**src/hdl/sbq_pkg.sv**
```systemverilog
package sbq_pkg;

    // Fixed field widths
    localparam int COEF_BITS  = 16;
    localparam int CFG_IDX_W  = 3;
    localparam int CFG_DATA_W = 20;
    localparam int THR_BITS   = 20;
    localparam int BW_BITS    = 11;
    localparam int DVD_BITS   = COEF_BITS + 1;

    // Register indexes
    localparam logic [CFG_IDX_W-1:0] REG_BAND_IS_DC      = 3'd0;
    localparam logic [CFG_IDX_W-1:0] REG_BAND_HAS_PARENT = 3'd1;
    localparam logic [CFG_IDX_W-1:0] REG_BAND_ORIENT     = 3'd2;
    localparam logic [CFG_IDX_W-1:0] REG_QUANT_FACTOR    = 3'd3;
    localparam logic [CFG_IDX_W-1:0] REG_QUANT_OFFSET    = 3'd4;
    localparam logic [CFG_IDX_W-1:0] REG_NBHD_THRESHOLD  = 3'd5;
    localparam logic [CFG_IDX_W-1:0] REG_BAND_WIDTH      = 3'd6;

    // Orientation codes
    localparam logic [1:0] ORIENT_HORIZ = 2'd1;
    localparam logic [1:0] ORIENT_VERT  = 2'd2;

    // Magnitude contexts
    localparam logic [2:0] MCTX_ZP_QUIET = 3'd0;
    localparam logic [2:0] MCTX_ZP_BUSY  = 3'd1;
    localparam logic [2:0] MCTX_P_QUIET  = 3'd2;
    localparam logic [2:0] MCTX_P_LOW    = 3'd3;
    localparam logic [2:0] MCTX_P_HIGH   = 3'd4;

    // Sign contexts
    localparam logic [1:0] SCTX_ZERO = 2'd0;
    localparam logic [1:0] SCTX_POS  = 2'd1;
    localparam logic [1:0] SCTX_NEG  = 2'd2;

    // Prediction source
    localparam logic [1:0] PRED_NONE = 2'd0;
    localparam logic [1:0] PRED_UP   = 2'd1;
    localparam logic [1:0] PRED_LEFT = 2'd2;
    localparam logic [1:0] PRED_AVG  = 2'd3;

    // x/3 = (x * RECIP3) >> RECIP3_SHIFT, exact for x < 2^17
    localparam logic [15:0] RECIP3       = 16'd43691;
    localparam int          RECIP3_SHIFT = 17;

endpackage

```
**src/hdl/sbq_div.sv**
```systemverilog
module sbq_div
    import sbq_pkg::*;
(
    input  logic                 clk,
    input  logic                 rst_n,
    input  logic                 start,
    input  logic [DVD_BITS-1:0]  dividend,
    input  logic [COEF_BITS-1:0] divisor,
    output logic                 done,
    output logic [DVD_BITS-1:0]  quotient
);

    localparam int CNT_W = $clog2(DVD_BITS + 1);

    logic [CNT_W-1:0]     cnt_reg;
    logic                 done_reg;
    logic [DVD_BITS-1:0]  dvd_reg;
    logic [COEF_BITS-1:0] rem_reg;
    logic [COEF_BITS-1:0] div_reg;
    logic [COEF_BITS:0]   rem_sh;
    logic                 fits;

    // one restoring step per cycle, quotient bits shift into the dividend
    assign rem_sh = {rem_reg, dvd_reg[DVD_BITS-1]};
    assign fits   = rem_sh >= {1'b0, div_reg};

    always_ff @(posedge clk or negedge rst_n)
    begin
        if (!rst_n)
        begin
            cnt_reg  <= '0;
            done_reg <= 1'b0;
        end
        else
        begin
            done_reg <= 1'b0;
            if (start)
                cnt_reg <= CNT_W'(DVD_BITS);
            else if (cnt_reg != '0)
            begin
                cnt_reg <= cnt_reg - 1'b1;
                if (cnt_reg == CNT_W'(1))
                    done_reg <= 1'b1;
            end
        end
    end

    always_ff @(posedge clk)
    begin
        if (start)
        begin
            dvd_reg <= dividend;
            rem_reg <= '0;
            div_reg <= divisor;
        end
        else if (cnt_reg != '0)
        begin
            dvd_reg <= {dvd_reg[DVD_BITS-2:0], fits};
            rem_reg <= fits ? COEF_BITS'(rem_sh - {1'b0, div_reg})
                            : rem_sh[COEF_BITS-1:0];
        end
    end

    assign done     = done_reg;
    assign quotient = dvd_reg;

endmodule

```
**config.mk**
```make
export PLATFORM = sky130hd
export DESIGN_NAME = sbq_div
export DESIGN_NICKNAME = d
export VERILOG_FILES = /design/src/hdl/sbq_pkg.sv /design/src/hdl/sbq_div.sv
export SDC_FILE = /design/constraint.sdc
export NUM_CORES = 1
export LEC_CHECK = 0
export BUFFER_PORTS_ARGS = -buffer_cell sky130_fd_sc_hd__buf_2
export CORE_ASPECT_RATIO = 0.7
export CORE_MARGIN = 5
export CORE_UTILIZATION = 42
export DETAILED_ROUTE_END_ITERATION = 7
export GPL_ROUTABILITY_DRIVEN = 1
export HOLD_SLACK_MARGIN = 0.02
export MAX_ROUTING_LAYER = met4
export PLACE_DENSITY = 0.63
export SLEW_MARGIN = 10
export SYNTH_ARGS = -nofsm -noshare
export SYNTH_HDL_FRONTEND = slang
export SYNTH_SLANG_ARGS = --single-unit
```
**constraint.sdc**
```tcl
create_clock -name clk -period 4 [get_ports clk]
set_clock_uncertainty 0.05 [all_clocks]
set_input_delay 0.6 -clock clk [delete_from_list [all_inputs] [get_ports clk]]
set_output_delay 0.6 -clock clk [all_outputs]
set_load 0.01 [all_outputs]
```
# Yosys cells after proc, flatten, opt, wreduce, memory -nomap -nowiden
# Cells that the tools add are included.
totals:
  elab_cells: 19
  input_bits: 36
  register_bits: 55
op_classes:
  n_mux: 8
  n_addsub: 2
  n_reduce_logical: 2
  order_cmp: 1
  eq_ne: 1
ops:
  columns: ["operator", "count"]
  rows:
  - ["$mux 17", 2]
  - ["$ge 17x16->1", 1]
  - ["$mux 16", 1]
  - ["$sub 16x16->16", 1]
  - ["$mux 5", 2]
  - ["$eq 5x1->1 const B", 1]
  - ["$reduce_bool 5->1", 1]
  - ["$sub 5x1->5 const B", 1]
  - ["$mux 1", 3]
  - ["$reduce_bool 2->1", 1]

# Depth between registers and ports, before layout
depth:
  word_depth: 4
  ltp_mapped: 11
  depth_no_buf: 9

# Worst setup path after synthesis
# OpenSTA, ideal clock, no wires.
synth_path:
  path_kind: "reg2reg"
  start: "register dvd_reg[16] (netlist: quotient[16])"
  end: "register rem_reg[8]"
  path_stages_with_launch: 10
  setup_time_ns: 0.088
  path_buffers: 0
  setup_slack_ns: 1.689
  t_arrival_ns: 2.173
  path_cell_list: "edfxtp_1 -> inv_1 -> ha_1 -> fa_1 -> nand2b_1 -> a211o_1 -> a31o_2 -> xnor2_1 -> o21ai_0 -> a311oi_2"
synth_between:
  elab_chain_cells: 2
  word_cells_on_any_way: 3
  classes_between: "add/sub (1); order compare (1); mux (1)"
synth_rtl:
  columns: ["element", "line", "text"]
  rows:
  - ["start, declared", "sbq_div.sv:17", "logic [DVD_BITS-1:0] dvd_reg;"]
  - ["start signal, assigned", "sbq_div.sv:52", "dvd_reg <= dividend;"]
  - ["start signal, assigned", "sbq_div.sv:58", "dvd_reg <= {dvd_reg[DVD_BITS-2:0], fits};"]
  - ["$sub 16x16->16 / $ge 17x16->1 (equally long branches)", "sbq_div.sv:59, sbq_div.sv:25", null]
  - ["$mux 16 *", "sbq_div.sv:59", "rem_reg <= fits ? COEF_BITS'(rem_sh - {1'b0, div_reg})"]
  - ["end signal, assigned", "sbq_div.sv:59", null]
  - ["end, declared", "sbq_div.sv:18", "logic [COEF_BITS-1:0] rem_reg;"]
# Every way passes the cells marked *; elsewhere a longest branch is shown, timed or not.
# A chain may end at the register's enable or synchronous reset.

# Final worst setup path
layout_path:
  start: "register div_reg[12]"
  end: "register dvd_reg[0] (netlist: quotient[0]), data pin"
layout_between:
  elab_chain_cells: 3
layout_rtl:
  columns: ["element", "line", "text"]
  rows:
  - ["start, declared", "sbq_div.sv:19", "logic [COEF_BITS-1:0] div_reg;"]
  - ["start signal, assigned", "sbq_div.sv:54", "div_reg <= divisor;"]
  - ["$ge 17x16->1", "sbq_div.sv:25", "assign fits = rem_sh >= {1'b0, div_reg};"]
  - ["$mux 17", "sbq_div.sv:56", "else if (cnt_reg != '0)"]
  - ["$mux 17", "sbq_div.sv:50", "if (start)"]
# No other way between the ends. The select of a mux whose other input is x is not followed.

==> results.ini <==
[final_layout]
fillers = 737
final_common_cell = buf_2
nets = 428
regArea_um2 = 1461
drive_gt1_share_pct = 26.27
largest_reg_flops = 17
final_cell_mix = buf_2, edfxtp_1, nor2_1
diodes = 0
multi_input_area_um2 = 1752
syn2layout_area_growth_pct = 15.34

[cts]
root_buffer = clkbuf_16
htreeDepth = 2
clk_pin_slew_ns = 0.07
post_cts_resized = 0
cts_tree = yes
holdBufCountCts = 0
cts.sinks = 55
cts_buffers = 5
clk_path_buf_depth = 2
clk_latency_ns = 0.30
post_cts_buffers = 0

[yosys]
synthesis.nets = 379
yosysTopAreaCellShare_pct = 29.34
async_reset_ff_share_pct = 10.91
yosysSeqAreaShare_pct = 43.28
postSynthAreaPerCell_um2 = 10.46
yosys_warnings = 0
syn-cell-area_um2 = 3377
ys_top_cells_by_area = edfxtp_1, dfxtp_1, ha_1
yosysTopAreaCell = edfxtp_1
synth_cell_types = 58
synth_ff_type = edfxtp_1
synth_edf_count = 33
postSynthCellCount = 323
synth-seq-cells = 55

[setup_path]
path_class = flop to flop
worstPathArrival_ns = 2.83
crit_fanout = 17
start_kind = flop
end_kind = flop
reg2regPathDepth = 8
crit_required_ns = 4.00

[drt]
routed_wirelength_mm = 7.588
drt_iter0_markers = 222
ant_nets = 0
first_pass_iters = 4
drc = 0
vias = 2634
via_per_inst = 5.557
routedWlPerCell_um = 16.01

[sta]
hold_viol_final = 0
slew_viol_final = 0
clock.fmax_mhz = 352.5
finalHoldWorstSlack_ns = 0.06416
setup-tns-final_ns = 0
worstMarginPinSlew_ns = 1.022
period_share_pct = 70.92
fin_crit_ns = 2.837
rsz0062_at_grt = false
maxSlewHeadroom_pct = 31.89
setup_viol = 0

[die]
core_area_um2 = 7838
io_pins = 54
core.rowCount = 27
fp.dieH_um = 85.02
initial_core_util_pct = 43.09
dieArea_um2 = 9962
die_w_um = 117.2

[global_route]
met3_usage_pct = 3.849
grt_max_degree = 39
grt_pass1_vias = 2464
grt.total_usage_pct = 16.27
antenna_found_initial = 0
top_usage_layer = met1
grt_pass1_wl_mm = 12.36
gr-total-overflow = 0
met2_usage_pct = 21.87
grt_use_met1_pct = 24.59

[place]
gp_congestion = 0.8931
hpwl_mm = 5.379
port_buffers = 53

[worst_hold_path]
hold_path_class = input port to async pin

[outcome]
status = finished, final reports clean

[flow_run]
maxCapViolations = 0

[power]
leakagePower_nw = 1.672
max-vdd-ir-drop_uv = 302.3
p_per_area_nw_per_um2 = 589.0

## final cells by class
cell class              count  area share, %
inverters                  21          2.024
clock buffers               6          3.309
multi-input cells         233          44.97
well taps                 101          3.244
clock inverters             2          1.542
repair buffers             56          7.388
flip-flops and latches     55          37.52
## power by group
part / switching (mW) / leakage, nW / internal [mW] / total (mW)
Clock: 0.195 / 0.0911 / 0.359 / 0.554
Combinational: 0.532 / 1.04 / 0.401 / 0.933
Sequential: 0.0859 / 0.542 / 0.721 / 0.807
Total: 0.813 / 1.67 / 1.48 / 2.29
## worst paths after layout
| kind | slack (ns) | to | start |
|---|---|---|---|
| setup reg to reg | 1.16 | quotient[0] | div_reg[12] |
| setup / recovery | 1.16 | quotient[0] | div_reg[12] |
| max in group asynchronous | 3.69 | done | rst_n |
| hold reg to reg | 0.47 | rem_reg[11] | rem_reg[10] |
| min in group clk | 0.43 | div_reg[9] | divisor[9] |
| hold / removal | 0.06 | cnt_reg[1] | rst_n |
## cells by family (layout without fill, tap and decap cells)
kind of cell	count (synthesis)	after routing	synth area share (%)
buffers and inverters	35	85	4.853
AOI/OAI and AO/OA	82	82	18.23
DFF	55	55	43.28
and+or+nand+nor	101	101	16.90
adders and majority gates	20	20	7.633
xor gates and xnor gates	11	11	2.853
muxes	19	19	6.261
## per-layer routing
layer  vias to the layer above  share of wire (%)
met4                         0               0.88
met2                        74                 43
met1                      1259                 50
li1                       1295                  -
met3                         6                6.5
met5                         -                  0
## through the flow
stage | area [µm²] | utilization, % | worst slack (ns) | power (mW) | std cells
floorplan | 3377 | - | 1.689 | 1.540 | 323
global placement | 3706 | 47.29 | 1.268 | 1.720 | 466
detailed placement | 3706 | 47.29 | 1.189 | 1.733 | 466
CTS | 3895 | 49.70 | 1.182 | 2.299 | 474
global route | 3895 | 49.70 | 0.9975 | 2.453 | 474
finish | 3895 | 49.70 | 1.163 | 2.294 | 474
## critical path: stages (launching register included)
cell,delay [ns]
edfxtp_1,0.37
inv_1,0.07
ha_1,0.28
a21oi_1,0.35
nand2_1,0.14
o211ai_2,0.17
and3_1,0.71
nand2_1,0.16
mux2_2,0.29
## cell usage after synthesis, drive strengths merged (3+ instances only)
library cell / count
nor3: 5
nor3b: 7
and4: 3
a211oi: 3
xnor2: 7
nand2b: 5
a31oi: 4
a311oi: 8
o21ai: 19
a21o: 7
dfxtp: 16
buf: 10
xor2: 4
or3: 6
and2: 3
nand2: 15
clkbuf: 4
nand3: 12
ha: 19
nor2: 32
o21a: 3
dfrtp: 6
mux2: 17
a21oi: 15
edfxtp: 33
inv: 21
o211ai: 7
No activity file was read; power rests on OpenSTA's default activity.
